<file path="src/hw/rtl/ohlcv_pkg.sv">
// Shared widths, type codes, register indexes and structs for the OHLCV bar aggregator.
// No dependencies; every other file of the block refers to this package by scoped names.
package ohlcv_pkg;

    localparam int TIME_W   = 48;
    localparam int PRICE_W  = 31;
    localparam int TVOL_W   = 32;
    localparam int TYPE_W   = 8;
    localparam int VOL_W    = 40;
    localparam int AMT_W    = 63;
    localparam int IVL_W    = 11;
    localparam int LIMIT_W  = 27;
    localparam int CFG_IDX_W = 2;

    localparam logic [TYPE_W-1:0] TYPE_AUCTION = 8'd49;
    localparam logic [TYPE_W-1:0] TYPE_REGULAR = 8'd50;

    localparam int SEC_PER_MIN = 60;
    localparam int MS_PER_SEC  = 1000;
    localparam int MS_PER_MIN  = SEC_PER_MIN * MS_PER_SEC;

    localparam logic [LIMIT_W-1:0] MS_PER_MIN_L = LIMIT_W'(MS_PER_MIN);
    // one minute: the timeout after reset
    localparam logic [LIMIT_W-1:0] RESET_LIMIT  = LIMIT_W'(MS_PER_MIN);

    localparam logic [CFG_IDX_W-1:0] CFG_IDX_INTERVAL = 2'd0;
    localparam logic [CFG_IDX_W-1:0] CFG_IDX_HISTORY  = 2'd1;

    localparam logic [VOL_W-1:0] VOL_MAX = {VOL_W{1'b1}};
    localparam logic [AMT_W-1:0] AMT_MAX = {AMT_W{1'b1}};

    typedef struct packed {
        logic [TIME_W-1:0]  time_ms;
        logic [PRICE_W-1:0] price;
        logic [TVOL_W-1:0]  volume;
        logic               is_auction;
        logic               is_regular;
        logic [AMT_W-1:0]   product;
    } tick_t;

    typedef struct packed {
        logic [LIMIT_W-1:0] limit_ms;
        logic               history_ready;
    } cfg_t;

endpackage

</file>
<file path="src/hw/rtl/ohlcv_cfg.sv">
// Configuration registers of the OHLCV bar aggregator: bar timeout and history gate.
// Depends on ohlcv_pkg.
module ohlcv_cfg (
    input  logic                              clk,
    input  logic                              rst_n,
    input  logic                              cfg_valid,
    output logic                              cfg_ready,
    input  logic [ohlcv_pkg::CFG_IDX_W-1:0]   cfg_index,
    input  logic [ohlcv_pkg::IVL_W-1:0]       cfg_data,
    output ohlcv_pkg::cfg_t                   cfg
);

    logic [ohlcv_pkg::LIMIT_W-1:0] limit_reg;
    logic [ohlcv_pkg::LIMIT_W-1:0] limit_next;
    logic                          hist_reg;
    logic                          hist_next;

    assign cfg_ready = 1'b1;

    // hold the timeout in ms, so the bar path never multiplies
    always_comb
    begin
        limit_next = limit_reg;
        hist_next  = hist_reg;
        if (cfg_valid)
        begin
            case (cfg_index)
                ohlcv_pkg::CFG_IDX_INTERVAL:
                begin
                    limit_next = ohlcv_pkg::LIMIT_W'(cfg_data) * ohlcv_pkg::MS_PER_MIN_L;
                end
                ohlcv_pkg::CFG_IDX_HISTORY:
                begin
                    hist_next = cfg_data[0];
                end
                default:
                begin
                    limit_next = limit_reg;
                end
            endcase
        end
    end

    always_ff @(posedge clk or negedge rst_n)
    begin
        if (!rst_n)
        begin
            limit_reg <= ohlcv_pkg::RESET_LIMIT;
            hist_reg  <= 1'b0;
        end
        else
        begin
            limit_reg <= limit_next;
            hist_reg  <= hist_next;
        end
    end

    assign cfg.limit_ms      = limit_reg;
    assign cfg.history_ready = hist_reg;

endmodule

</file>
<file path="src/hw/rtl/ohlcv_mul.sv">
// Input stage of the OHLCV bar aggregator: registers the tick, decodes its type, forms turnover.
// Depends on ohlcv_pkg.
module ohlcv_mul (
    input  logic                            clk,
    input  logic                            rst_n,
    input  logic                            in_valid,
    output logic                            in_stall,
    input  logic [ohlcv_pkg::TIME_W-1:0]    tick_time_ms,
    input  logic [ohlcv_pkg::PRICE_W-1:0]   price,
    input  logic [ohlcv_pkg::TVOL_W-1:0]    tick_volume,
    input  logic [ohlcv_pkg::TYPE_W-1:0]    trade_type,
    input  logic                            b_ready,
    output logic                            a_valid,
    output ohlcv_pkg::tick_t                a_tick
);

    logic             a_valid_reg;
    logic             a_valid_next;
    ohlcv_pkg::tick_t a_tick_reg;
    ohlcv_pkg::tick_t a_tick_next;
    logic             a_load;

    assign in_stall     = a_valid_reg & ~b_ready;
    assign a_load       = in_valid & ~in_stall;
    assign a_valid_next = a_load | (a_valid_reg & ~b_ready);

    always_comb
    begin
        a_tick_next.time_ms    = tick_time_ms;
        a_tick_next.price      = price;
        a_tick_next.volume     = tick_volume;
        a_tick_next.is_auction = (trade_type == ohlcv_pkg::TYPE_AUCTION);
        a_tick_next.is_regular = (trade_type == ohlcv_pkg::TYPE_REGULAR);
        // 32 x 31 product always fits the 63-bit turnover
        a_tick_next.product    = ohlcv_pkg::AMT_W'(tick_volume) * ohlcv_pkg::AMT_W'(price);
    end

    always_ff @(posedge clk or negedge rst_n)
    begin
        if (!rst_n)
        begin
            a_valid_reg <= 1'b0;
        end
        else
        begin
            a_valid_reg <= a_valid_next;
        end
    end

    always_ff @(posedge clk)
    begin
        if (a_load)
        begin
            a_tick_reg <= a_tick_next;
        end
    end

    assign a_valid = a_valid_reg;
    assign a_tick  = a_tick_reg;

endmodule

</file>
<file path="src/hw/rtl/ohlcv_bar.sv">
// Bar and session state of the OHLCV bar aggregator, with the result register.
// Depends on ohlcv_pkg.
module ohlcv_bar (
    input  logic                            clk,
    input  logic                            rst_n,
    input  logic                            a_valid,
    input  ohlcv_pkg::tick_t                a_tick,
    input  ohlcv_pkg::cfg_t                 cfg,
    output logic                            b_ready,
    output logic                            out_valid,
    input  logic                            out_stall,
    output logic                            accepted,
    output logic                            bar_closed,
    output logic [ohlcv_pkg::TIME_W-1:0]    closed_start_ms,
    output logic [ohlcv_pkg::PRICE_W-1:0]   closed_open,
    output logic [ohlcv_pkg::PRICE_W-1:0]   closed_high,
    output logic [ohlcv_pkg::PRICE_W-1:0]   closed_low,
    output logic [ohlcv_pkg::PRICE_W-1:0]   closed_last,
    output logic [ohlcv_pkg::VOL_W-1:0]     closed_volume,
    output logic [ohlcv_pkg::AMT_W-1:0]     closed_amount,
    output logic                            closed_auction,
    output logic [ohlcv_pkg::PRICE_W-1:0]   session_high,
    output logic [ohlcv_pkg::PRICE_W-1:0]   session_low
);

    // bar and session state
    logic                           open_reg,    open_next;
    logic [ohlcv_pkg::TIME_W-1:0]   start_reg,   start_next;
    logic [ohlcv_pkg::PRICE_W-1:0]  first_reg,   first_next;
    logic [ohlcv_pkg::PRICE_W-1:0]  top_reg,     top_next;
    logic [ohlcv_pkg::PRICE_W-1:0]  bottom_reg,  bottom_next;
    logic [ohlcv_pkg::PRICE_W-1:0]  latest_reg,  latest_next;
    logic [ohlcv_pkg::VOL_W-1:0]    vol_reg,     vol_next;
    logic [ohlcv_pkg::AMT_W-1:0]    turn_reg,    turn_next;
    logic                           auct_reg,    auct_next;
    logic [ohlcv_pkg::PRICE_W-1:0]  dhigh_reg,   dhigh_next;
    logic [ohlcv_pkg::PRICE_W-1:0]  dlow_reg,    dlow_next;

    // result register
    logic                           ovalid_reg,  ovalid_next;
    logic                           acc_reg;
    logic                           closed_reg;
    logic [ohlcv_pkg::TIME_W-1:0]   c_start_reg;
    logic [ohlcv_pkg::PRICE_W-1:0]  c_open_reg;
    logic [ohlcv_pkg::PRICE_W-1:0]  c_high_reg;
    logic [ohlcv_pkg::PRICE_W-1:0]  c_low_reg;
    logic [ohlcv_pkg::PRICE_W-1:0]  c_last_reg;
    logic [ohlcv_pkg::VOL_W-1:0]    c_vol_reg;
    logic [ohlcv_pkg::AMT_W-1:0]    c_amt_reg;
    logic                           c_auct_reg;
    logic [ohlcv_pkg::PRICE_W-1:0]  s_high_reg;
    logic [ohlcv_pkg::PRICE_W-1:0]  s_low_reg;

    logic                           fire;
    logic                           hist;
    logic [ohlcv_pkg::TIME_W-1:0]   elapsed;
    logic                           timeout;
    logic                           flip;
    logic                           do_close;
    logic                           do_open;
    logic                           do_update;
    logic [ohlcv_pkg::VOL_W:0]      vol_sum;
    logic [ohlcv_pkg::AMT_W:0]      turn_sum;

    assign b_ready     = ~(ovalid_reg & out_stall);
    assign fire        = a_valid & b_ready;
    assign ovalid_next = fire | (ovalid_reg & out_stall);
    assign hist        = cfg.history_ready;

    assign elapsed   = a_tick.time_ms - start_reg;
    assign timeout   = (a_tick.time_ms > start_reg) &&
                       (elapsed > ohlcv_pkg::TIME_W'(cfg.limit_ms));
    assign flip      = auct_reg ^ a_tick.is_auction;
    assign do_close  = hist & open_reg & (timeout | flip);
    assign do_open   = hist & (~open_reg | do_close);
    assign do_update = hist & open_reg & ~do_close;

    assign vol_sum  = {1'b0, vol_reg} + (ohlcv_pkg::VOL_W + 1)'(a_tick.volume);
    assign turn_sum = {1'b0, turn_reg} + {1'b0, a_tick.product};

    always_comb
    begin
        open_next   = open_reg;
        start_next  = start_reg;
        first_next  = first_reg;
        top_next    = top_reg;
        bottom_next = bottom_reg;
        latest_next = latest_reg;
        vol_next    = vol_reg;
        turn_next   = turn_reg;
        auct_next   = auct_reg;
        dhigh_next  = dhigh_reg;
        dlow_next   = dlow_reg;

        if (hist)
        begin
            // zero low means unset; a zero price clears it again
            if ((dlow_reg == '0) || (dlow_reg > a_tick.price))
            begin
                dlow_next = a_tick.price;
            end
            if (a_tick.price > dhigh_reg)
            begin
                dhigh_next = a_tick.price;
            end
        end

        if (do_open)
        begin
            open_next   = 1'b1;
            start_next  = a_tick.time_ms;
            first_next  = a_tick.price;
            top_next    = a_tick.price;
            bottom_next = a_tick.price;
            latest_next = a_tick.price;
            vol_next    = ohlcv_pkg::VOL_W'(a_tick.volume);
            auct_next   = a_tick.is_auction;
            turn_next   = a_tick.is_regular ? a_tick.product : '0;
        end
        else if (do_update)
        begin
            if (a_tick.price > top_reg)
            begin
                top_next = a_tick.price;
            end
            if (a_tick.price < bottom_reg)
            begin
                bottom_next = a_tick.price;
            end
            latest_next = a_tick.price;
            vol_next    = vol_sum[ohlcv_pkg::VOL_W] ? ohlcv_pkg::VOL_MAX
                                                    : vol_sum[ohlcv_pkg::VOL_W-1:0];
            if (a_tick.is_regular)
            begin
                turn_next = turn_sum[ohlcv_pkg::AMT_W] ? ohlcv_pkg::AMT_MAX
                                                       : turn_sum[ohlcv_pkg::AMT_W-1:0];
            end
        end
    end

    always_ff @(posedge clk or negedge rst_n)
    begin
        if (!rst_n)
        begin
            open_reg   <= 1'b0;
            start_reg  <= '0;
            first_reg  <= '0;
            top_reg    <= '0;
            bottom_reg <= '0;
            latest_reg <= '0;
            vol_reg    <= '0;
            turn_reg   <= '0;
            auct_reg   <= 1'b0;
            dhigh_reg  <= '0;
            dlow_reg   <= '0;
            ovalid_reg <= 1'b0;
        end
        else
        begin
            ovalid_reg <= ovalid_next;
            if (fire)
            begin
                open_reg   <= open_next;
                start_reg  <= start_next;
                first_reg  <= first_next;
                top_reg    <= top_next;
                bottom_reg <= bottom_next;
                latest_reg <= latest_next;
                vol_reg    <= vol_next;
                turn_reg   <= turn_next;
                auct_reg   <= auct_next;
                dhigh_reg  <= dhigh_next;
                dlow_reg   <= dlow_next;
            end
        end
    end

    // result payload: closed bar fields read as zero unless a bar closed
    always_ff @(posedge clk)
    begin
        if (fire)
        begin
            acc_reg     <= hist;
            closed_reg  <= do_close;
            c_start_reg <= do_close ? start_reg  : '0;
            c_open_reg  <= do_close ? first_reg  : '0;
            c_high_reg  <= do_close ? top_reg    : '0;
            c_low_reg   <= do_close ? bottom_reg : '0;
            c_last_reg  <= do_close ? latest_reg : '0;
            c_vol_reg   <= do_close ? vol_reg    : '0;
            c_amt_reg   <= do_close ? turn_reg   : '0;
            c_auct_reg  <= do_close & auct_reg;
            s_high_reg  <= dhigh_next;
            s_low_reg   <= dlow_next;
        end
    end

    assign out_valid       = ovalid_reg;
    assign accepted        = acc_reg;
    assign bar_closed      = closed_reg;
    assign closed_start_ms = c_start_reg;
    assign closed_open     = c_open_reg;
    assign closed_high     = c_high_reg;
    assign closed_low      = c_low_reg;
    assign closed_last     = c_last_reg;
    assign closed_volume   = c_vol_reg;
    assign closed_amount   = c_amt_reg;
    assign closed_auction  = c_auct_reg;
    assign session_high    = s_high_reg;
    assign session_low     = s_low_reg;

endmodule

</file>
<file path="src/hw/rtl/tick_to_ohlcv_bar_aggregator_core.sv">
// Top level of the tick to OHLCV bar aggregator.
// Depends on ohlcv_pkg, ohlcv_cfg, ohlcv_mul and ohlcv_bar.
//
// Usage:
//   Tick channel: in_valid / in_stall with tick_time_ms, price, tick_volume and
//   trade_type. An item is taken at a rising edge with in_valid high and in_stall low.
//   Result channel: out_valid / out_stall; one result item per tick item, in order.
//   Config channel: cfg_valid / cfg_ready (always ready), cfg_index selects the
//   register (0: bar interval in minutes, 1: history ready), cfg_data holds the value.
//   Write config only while no items are in flight.
// Timing:
//   A tick taken at a rising edge sits in the input register; the bar stage registers
//   its result item from there once the result register is not held by out_stall.
//   One tick per cycle sustained while out_stall is low: the input stage forms the volume x price product,
//   the bar stage does one compare-and-accumulate on the bar state, and the two overlap.
// Reset:
//   rst_n clears all bar and session state, sets the interval to one minute and
//   history ready to 0; while history ready is 0 each tick still returns one
//   result item, marked not accepted, and changes nothing.
// Stall:
//   While out_stall is high the result register holds; the input stage keeps at
//   most one further tick, then raises in_stall until the result is taken.
module tick_to_ohlcv_bar_aggregator_core (
    input  logic                            clk,
    input  logic                            rst_n,
    // tick channel
    input  logic                            in_valid,
    output logic                            in_stall,
    input  logic [ohlcv_pkg::TIME_W-1:0]    tick_time_ms,
    input  logic [ohlcv_pkg::PRICE_W-1:0]   price,
    input  logic [ohlcv_pkg::TVOL_W-1:0]    tick_volume,
    input  logic [ohlcv_pkg::TYPE_W-1:0]    trade_type,
    // result channel
    output logic                            out_valid,
    input  logic                            out_stall,
    output logic                            accepted,
    output logic                            bar_closed,
    output logic [ohlcv_pkg::TIME_W-1:0]    closed_start_ms,
    output logic [ohlcv_pkg::PRICE_W-1:0]   closed_open,
    output logic [ohlcv_pkg::PRICE_W-1:0]   closed_high,
    output logic [ohlcv_pkg::PRICE_W-1:0]   closed_low,
    output logic [ohlcv_pkg::PRICE_W-1:0]   closed_last,
    output logic [ohlcv_pkg::VOL_W-1:0]     closed_volume,
    output logic [ohlcv_pkg::AMT_W-1:0]     closed_amount,
    output logic                            closed_auction,
    output logic [ohlcv_pkg::PRICE_W-1:0]   session_high,
    output logic [ohlcv_pkg::PRICE_W-1:0]   session_low,
    // configuration channel
    input  logic                            cfg_valid,
    output logic                            cfg_ready,
    input  logic [ohlcv_pkg::CFG_IDX_W-1:0] cfg_index,
    input  logic [ohlcv_pkg::IVL_W-1:0]     cfg_data
);

    ohlcv_pkg::cfg_t  cfg;
    ohlcv_pkg::tick_t a_tick;
    logic             a_valid;
    logic             b_ready;

    // configuration registers; the timeout is held pre-scaled to ms
    ohlcv_cfg u_cfg (
        .clk       (clk),
        .rst_n     (rst_n),
        .cfg_valid (cfg_valid),
        .cfg_ready (cfg_ready),
        .cfg_index (cfg_index),
        .cfg_data  (cfg_data),
        .cfg       (cfg)
    );

    // input stage: hold the tick, decode the type, form the turnover product
    ohlcv_mul u_mul (
        .clk          (clk),
        .rst_n        (rst_n),
        .in_valid     (in_valid),
        .in_stall     (in_stall),
        .tick_time_ms (tick_time_ms),
        .price        (price),
        .tick_volume  (tick_volume),
        .trade_type   (trade_type),
        .b_ready      (b_ready),
        .a_valid      (a_valid),
        .a_tick       (a_tick)
    );

    // bar stage: advance the bar and session state, register the result item
    ohlcv_bar u_bar (
        .clk             (clk),
        .rst_n           (rst_n),
        .a_valid         (a_valid),
        .a_tick          (a_tick),
        .cfg             (cfg),
        .b_ready         (b_ready),
        .out_valid       (out_valid),
        .out_stall       (out_stall),
        .accepted        (accepted),
        .bar_closed      (bar_closed),
        .closed_start_ms (closed_start_ms),
        .closed_open     (closed_open),
        .closed_high     (closed_high),
        .closed_low      (closed_low),
        .closed_last     (closed_last),
        .closed_volume   (closed_volume),
        .closed_amount   (closed_amount),
        .closed_auction  (closed_auction),
        .session_high    (session_high),
        .session_low     (session_low)
    );

    // a closed bar only ever comes with an accepted tick
    assert property (@(posedge clk) disable iff (!rst_n)
        out_valid |-> (!bar_closed || accepted))
        else $error("bar closed on a refused tick");

    // a set session low never exceeds the session high
    assert property (@(posedge clk) disable iff (!rst_n)
        (out_valid && (session_low != '0)) |-> (session_low <= session_high))
        else $error("session low above session high");

    // a tick leaving the input stage shows up as a result the next cycle
    assert property (@(posedge clk) disable iff (!rst_n)
        (a_valid && b_ready) |=> out_valid)
        else $error("tick lost between input and bar stage");

    // the input stage only stalls while it holds a tick
    assert property (@(posedge clk) disable iff (!rst_n)
        in_stall |-> (a_valid && out_valid && out_stall))
        else $error("input stalled without a held tick");

endmodule
</file>
<file path="config.mk">
export PLATFORM = sky130hd
export DESIGN_NAME = tick_to_ohlcv_bar_aggregator_core
export DESIGN_NICKNAME = d
export VERILOG_FILES = /design/src/hw/rtl/ohlcv_pkg.sv /design/src/hw/rtl/ohlcv_cfg.sv /design/src/hw/rtl/ohlcv_mul.sv /design/src/hw/rtl/ohlcv_bar.sv /design/src/hw/rtl/tick_to_ohlcv_bar_aggregator_core.sv
export SDC_FILE = /design/constraint.sdc
export NUM_CORES = 2
export LEC_CHECK = 0
export BUFFER_PORTS_ARGS = -buffer_cell sky130_fd_sc_hd__buf_2
export CAP_MARGIN = 0
export CORE_AREA = 2 2 547 549
export DETAILED_ROUTE_END_ITERATION = 8
export DIE_AREA = 0 0 549 551
export PLACE_DENSITY = 0.52
export SYNTH_ARGS = -nofsm -noshare
export SYNTH_HDL_FRONTEND = slang
export SYNTH_HIERARCHICAL = 1
export SYNTH_SLANG_ARGS = --single-unit
</file>
<file path="constraint.sdc">
create_clock -name clk -period 22.3 [get_ports clk]
set_input_delay 1.115 -clock clk [delete_from_list [all_inputs] [get_ports clk]]
set_output_delay 1.115 -clock clk [all_outputs]
set_load 0.05 [all_outputs]
</file>
### Word level (Yosys, flattened, before mapping)

Cells that the tools add are included.

| storage, ports and cells | value |
|---|---|
| bits in registers | 880 |
| input port bits | 137 |
| output and inout bits | 343 |
| logic and storage cells | 100 |

| cells by class | value |
|---|---|
| $add $sub $neg | 3 |
| multiply operators | 2 |
| order comparisons | 6 |
| eq/ne operators | 3 |
| muxes and demuxes | 20 |
| bitwise gates (word level) | 18 |
| reduce and logical (&&, ||, !) cells | 15 |

Operator list:

| kind | count |
|---|---|
| 31-bit two-way mux | 12 |
| 63-bit two-way mux | 5 |
| 40-bit two-way mux | 3 |
| 31-bit greater-than comparator | 3 |
| 63-bit by 63-bit adder with 64-bit output | 1 |
| 32-bit by 31-bit multiplier with 63-bit output | 1 |
| 48-bit by 27-bit greater-than comparator with 1-bit output | 1 |
| 48-bit greater-than comparator | 1 |
| 48-bit subtractor | 1 |
| 40-bit by 32-bit adder with 41-bit output | 1 |
| 31-bit zero test | 1 |
| 31-bit less-than comparator | 1 |
| 11-bit by 11-bit multiplier with 22-bit output, second input constant | 1 |
| 8-bit by 6-bit == test with 1-bit output, second input constant | 2 |
| 1-bit bitwise AND | 9 |
| 3-bit AND reduction | 3 |
| 2-bit AND reduction | 4 |
| 2-bit nonzero test | 4 |
| 1-bit inverter | 4 |
| 1-bit OR | 4 |
| 2-bit by 1-bit == test with 1-bit output, second input constant | 1 |
| 2-bit zero test | 1 |
| 1-bit logical AND | 1 |
| 1-bit logical OR | 1 |
| 1-bit XOR | 1 |

### Longest topological paths before layout

| depth | value |
|---|---|
| depth after elaboration | 9 |
| gate-level depth with buffers | 26 |
| mapped depth without buffers | 24 |

### By module

Netlist, hierarchy kept.

By module, submodules not included:

| module | instances | cells each | area each (um2) | sequential area each (um2) |
|---|---|---|---|---|
| ohlcv_bar | 1 | 3,652 | 38,812.2 | 18,718.0 |
| ohlcv_mul | 1 | 3,770 | 37,541.0 | 5,310.1 |
| ohlcv_cfg | 1 | 354 | 3,374.5 | 584.3 |

### Worst setup path after synthesis

Ideal clock, no wire load.

| path | value |
|---|---|
| path type | input-to-reg |
| from | input port out_stall |
| to | register u_bar/first_reg[0] (netlist name) |
| setup time | 128 ps |
| data arrival time | 12,093 ps |
| required time | 22,172 ps |
| setup slack | 10,079 ps |
| cell stages on the path | 7 |
| buffers on the path | 2 |
| cells stage by stage | nand2_1 -> and2_1 -> nand2_1 -> a31oi_1 -> clkbuf_1 -> buf_2 -> mux2_1 |

| on the way | value |
|---|---|
| word-level cells in the longest chain between the ends | 4 |

RTL lines:

| item | RTL line | text |
|---|---|---|
| from (decl) | tick_to_ohlcv_bar_aggregator_core.sv:35 | `input logic out_stall,` |
| 1-bit bitwise AND | ohlcv_bar.sv:65 | `assign b_ready = ~(ovalid_reg & out_stall);` |
| 1-bit inverter | ohlcv_bar.sv:65 |  |
| 1-bit bitwise AND | ohlcv_bar.sv:66 | `assign fire = a_valid & b_ready;` |
| net u_bar.fire | ohlcv_bar.sv:54 | `logic fire;` |
| 2-bit AND reduction (no source line) | - |  |
| to (signal assigned) | ohlcv_bar.sv:165 | `first_reg <= first_next;` |
| to (decl) | ohlcv_bar.sv:29 | `logic [ohlcv_pkg::PRICE_W-1:0] first_reg, first_next;` |

The timed path passes the listed nets, and every way through them passes these cells.
A chain may end at the register's enable or synchronous reset.

==> qor.yml <==
status: "finished clean"
setup_viol: 0
grt_pass1_wl_um: 397100
mappedNetlistArea_mm2: 0.07973
crit_fanout: 33
clock-sinks: 880
cts_setup_buffers: 0
synth.largest_area_cell: "fa_1"
post-place-cells: 11870
cts_buffer_depth: 4
path_cells: "buf_2 -> nand2_1 -> fa_1 -> inv_1 -> fa_1 -> fa_1 -> inv_1 -> fa_1 -> inv_1 -> fa_1 -> inv_1 -> fa_1 -> inv_1 -> fa_1 -> fa_1 -> ha_1 -> a21oi_1 -> o21ai_0 -> a211oi_1 -> nor2_1 -> a31oi_1 -> o21ai_1 -> a21oi_1 -> a211oi_1"
cpLargestDelayFamily: "adder cells"
synth_edf_count: 516
path_common_cell: "fa_1"
chipWidth_um: 549
wl_per_cell_um: 22.07
ys_seq_elements: 880
globalRouteOverflowTotal: 0
hold_slack_ns: 0.2456
cts_tree: "done"
place_congestion: 0.8582
max-slew-margin-rel_pct: 19.60
ys_async_sr_fraction_pct: 41.36
dp_hpwl_um: 202100
rows: 200
hp-class: "input port to asynchronous set/reset pin"
insertion_delay_ns: 0.87
cts.repair.resized: 0
start_util_pct: 26.91
startpoint_type: "input port"
grt_max_degree: 127
worstSetupPathType: "input port to flip-flop"
ys_top_cells_by_area: "fa_1 (23%), edfxtp_1 (19%), dfrtp_1 (11%), ha_1 (9.7%), and2_1 (6.6%)"
synth.distinct_cells: 100
ant_nets: 0
post-route-drc-count: 0
max-cap-violations: 0
track_usage_pct: 17.40
vias: 57570
cts_buffers: 115
htree_levels: 3
drive_gt1_share_pct: 11.04
drt-initial-drc-count: 3871
ys_warn_count: 6
critPathSlowestCell: "a211oi_1"
syn_area_per_cell_um2: 10.25
routed_via_density: 4.760
stdcell_count: 12090
dpl_cell_area_mm2: 0.08605
fp.coreArea_mm2: 0.2963
synthCells: 7776
die_y_um: 551
grt_pass1_vias: 60620
hold_viol_final: 0
rsz0062_at_grt: "false"
worstPathRequired_ns: 22.87
antenna_found_initial: 45
crit_arrival_ns: 9.34
worstMarginPinSlew_ns: 1.176
io_pins: 480
slowest_delay_ns: 0.90
fin_tns_setup_ns: 0
largest_reg_flops: 176
nNetsFinal: 9709
path_clk_slew_ns: 0.06
finalCritPeriodShare_pct: 39.29
cp_num_buf_inv: 6
fmax_mhz: 114.1
synth_ff_type: "edfxtp_1"
finalMaxSlewViolations: 0
skew_ns: 0.1207
drt-pass1-iter-count: 5
routed_wirelength_um: 266900
crit_path_end_kind: "flip-flop"
dieArea_mm2: 0.3025
syn2layout_area_growth_pct: 13.02
yosysSeqAreaShare_pct: 30.87
design_area_mm2: 0.09011
period_minus_slack_ns: 8.762
cts.hold.buffers_added: 0
num-fill-cells: 30720
synthDominantCellAreaShare_pct: 22.70
numPortBuffers: 478
cts_root_buffer: "clkbuf_16"
==> per-stage QoR <==
step	util, %	setup slack, ns
finish	30.41	13.54
global route	30.40	13.50
CTS	30.40	13.96
detailed placement	29.04	13.05
global placement	29.04	12.99
floorplan	-	10.08
==> Yosys cell counts (all sizes together), types with 15 or more instances <==
cell type and number:
o31ai 26, a221oi 15, ha 617, buf 52, dfrtp 357, mux2i 101
a31oi 36, nand2b 43, a21oi 308, mux2 184, o21a 28, xor2 72
nor3 40, xnor2 112, nand4 86, nand2 823, a21o 141, inv 1126
nor2 207, a211oi 29, o21bai 28, and3 39, clkbuf 329, or3 19
a2bb2oi 35, nor4 31, o21ai 286, nand3 73, and2 838, edfxtp 516
nor2b 34, o211ai 23, a21boi 15, o22ai 31, fa 904
==> cells by family (layout without fill, tap and decap cells) <==
group | after synthesis | in the layout | share of synthesized area (%)
fa+ha+maj | 1521 | 1521 | 32.38
xor+xnor | 184 | 184 | 2.021
other cells | 2 | 15 | 0.009420
simple gates | 2293 | 2293 | 14.78
compound gates | 1104 | 1104 | 8.804
buf+inv | 1507 | 1872 | 7.266
flops | 880 | 880 | 30.87
mux | 285 | 285 | 3.867
==> layer usage <==
metal	vias up	share of wire (%)	track usage, %	wire length (um)
met5	-	0.015	0	41
met4	8	2.7	4.357	7088
met3	381	5.3	2.454	14020
met2	1667	48	29.29	127400
met1	29460	44	23.44	118400
li1	26050	-	-	-
==> placed cells by master (no fill, tap or decap), drive strengths merged, types with 23 or more instances in the layout <==
master,n
inv,1136
nor2b,34
nand2b,43
o21bai,28
nor3,40
clkinv,41
o31ai,26
clkbuf,124
mux2i,101
mux2,184
buf,535
xor2,72
nand4,86
nand2,823
o22ai,31
a2bb2oi,35
nor2,207
a21oi,308
o211ai,23
and2,838
o21ai,286
fa,904
ha,617
o21a,28
a211oi,29
nand3,73
dfrtp,357
and3,39
a31oi,36
nor4,31
edfxtp,516
xnor2,112
a21o,141
==> worst reg2reg max path, delay by kind of cell (launching register included) <==
family,cells,cell delay [ns]
adders and majority gates,3,0.90
DFF,1,0.38
xor gates and xnor gates,1,0.11
and+or+nand+nor,7,2.34
buffers and inverters,4,1.42
AOI/OAI and AO/OA,7,2.20
muxes,1,0.14
==> cell type report <==
cell class	instances	area [um^2]	area share [%]
Antenna cell	9	22.52	0.02499
Tap cell	3939	4928	5.470
Sequential cell	880	24610	27.32
Clock buffer	124	2922	3.242
Clock inverter	87	1112	1.234
Timing Repair Buffer	535	2855	3.169
Inverter	1126	4227	4.691
Multi-Input combinational cell	5393	49430	54.85
==> path summary, 6_finish.rpt <==
kind,from,end,slack (ns),cells past startpoint
max,price[8],u_mul/a_tick[44]$_DFFE_PP_,13.54,24
min,rst_n,u_bar/vol_reg[18]$_DFFE_PN0P_,0.25,1
max reg2reg,u_mul/a_tick[128]$_DFFE_PP_,u_bar/closed_amount[31]$_SDFFCE_PN0P_,14.56,23
min reg2reg,u_cfg/limit_reg[5]$_DFFE_PN1P_,u_cfg/limit_reg[5]$_DFFE_PN1P_,0.47,2
max in group asynchronous,rst_n,u_bar/dhigh_reg[26]$_DFFE_PN0P_,19.84,3
min in group clk,tick_time_ms[5],u_mul/a_tick[133]$_DFFE_PP_,0.45,1
Power is not shown: default switching activity piles up to over one toggle a cycle in this logic, so the estimate is an artifact.
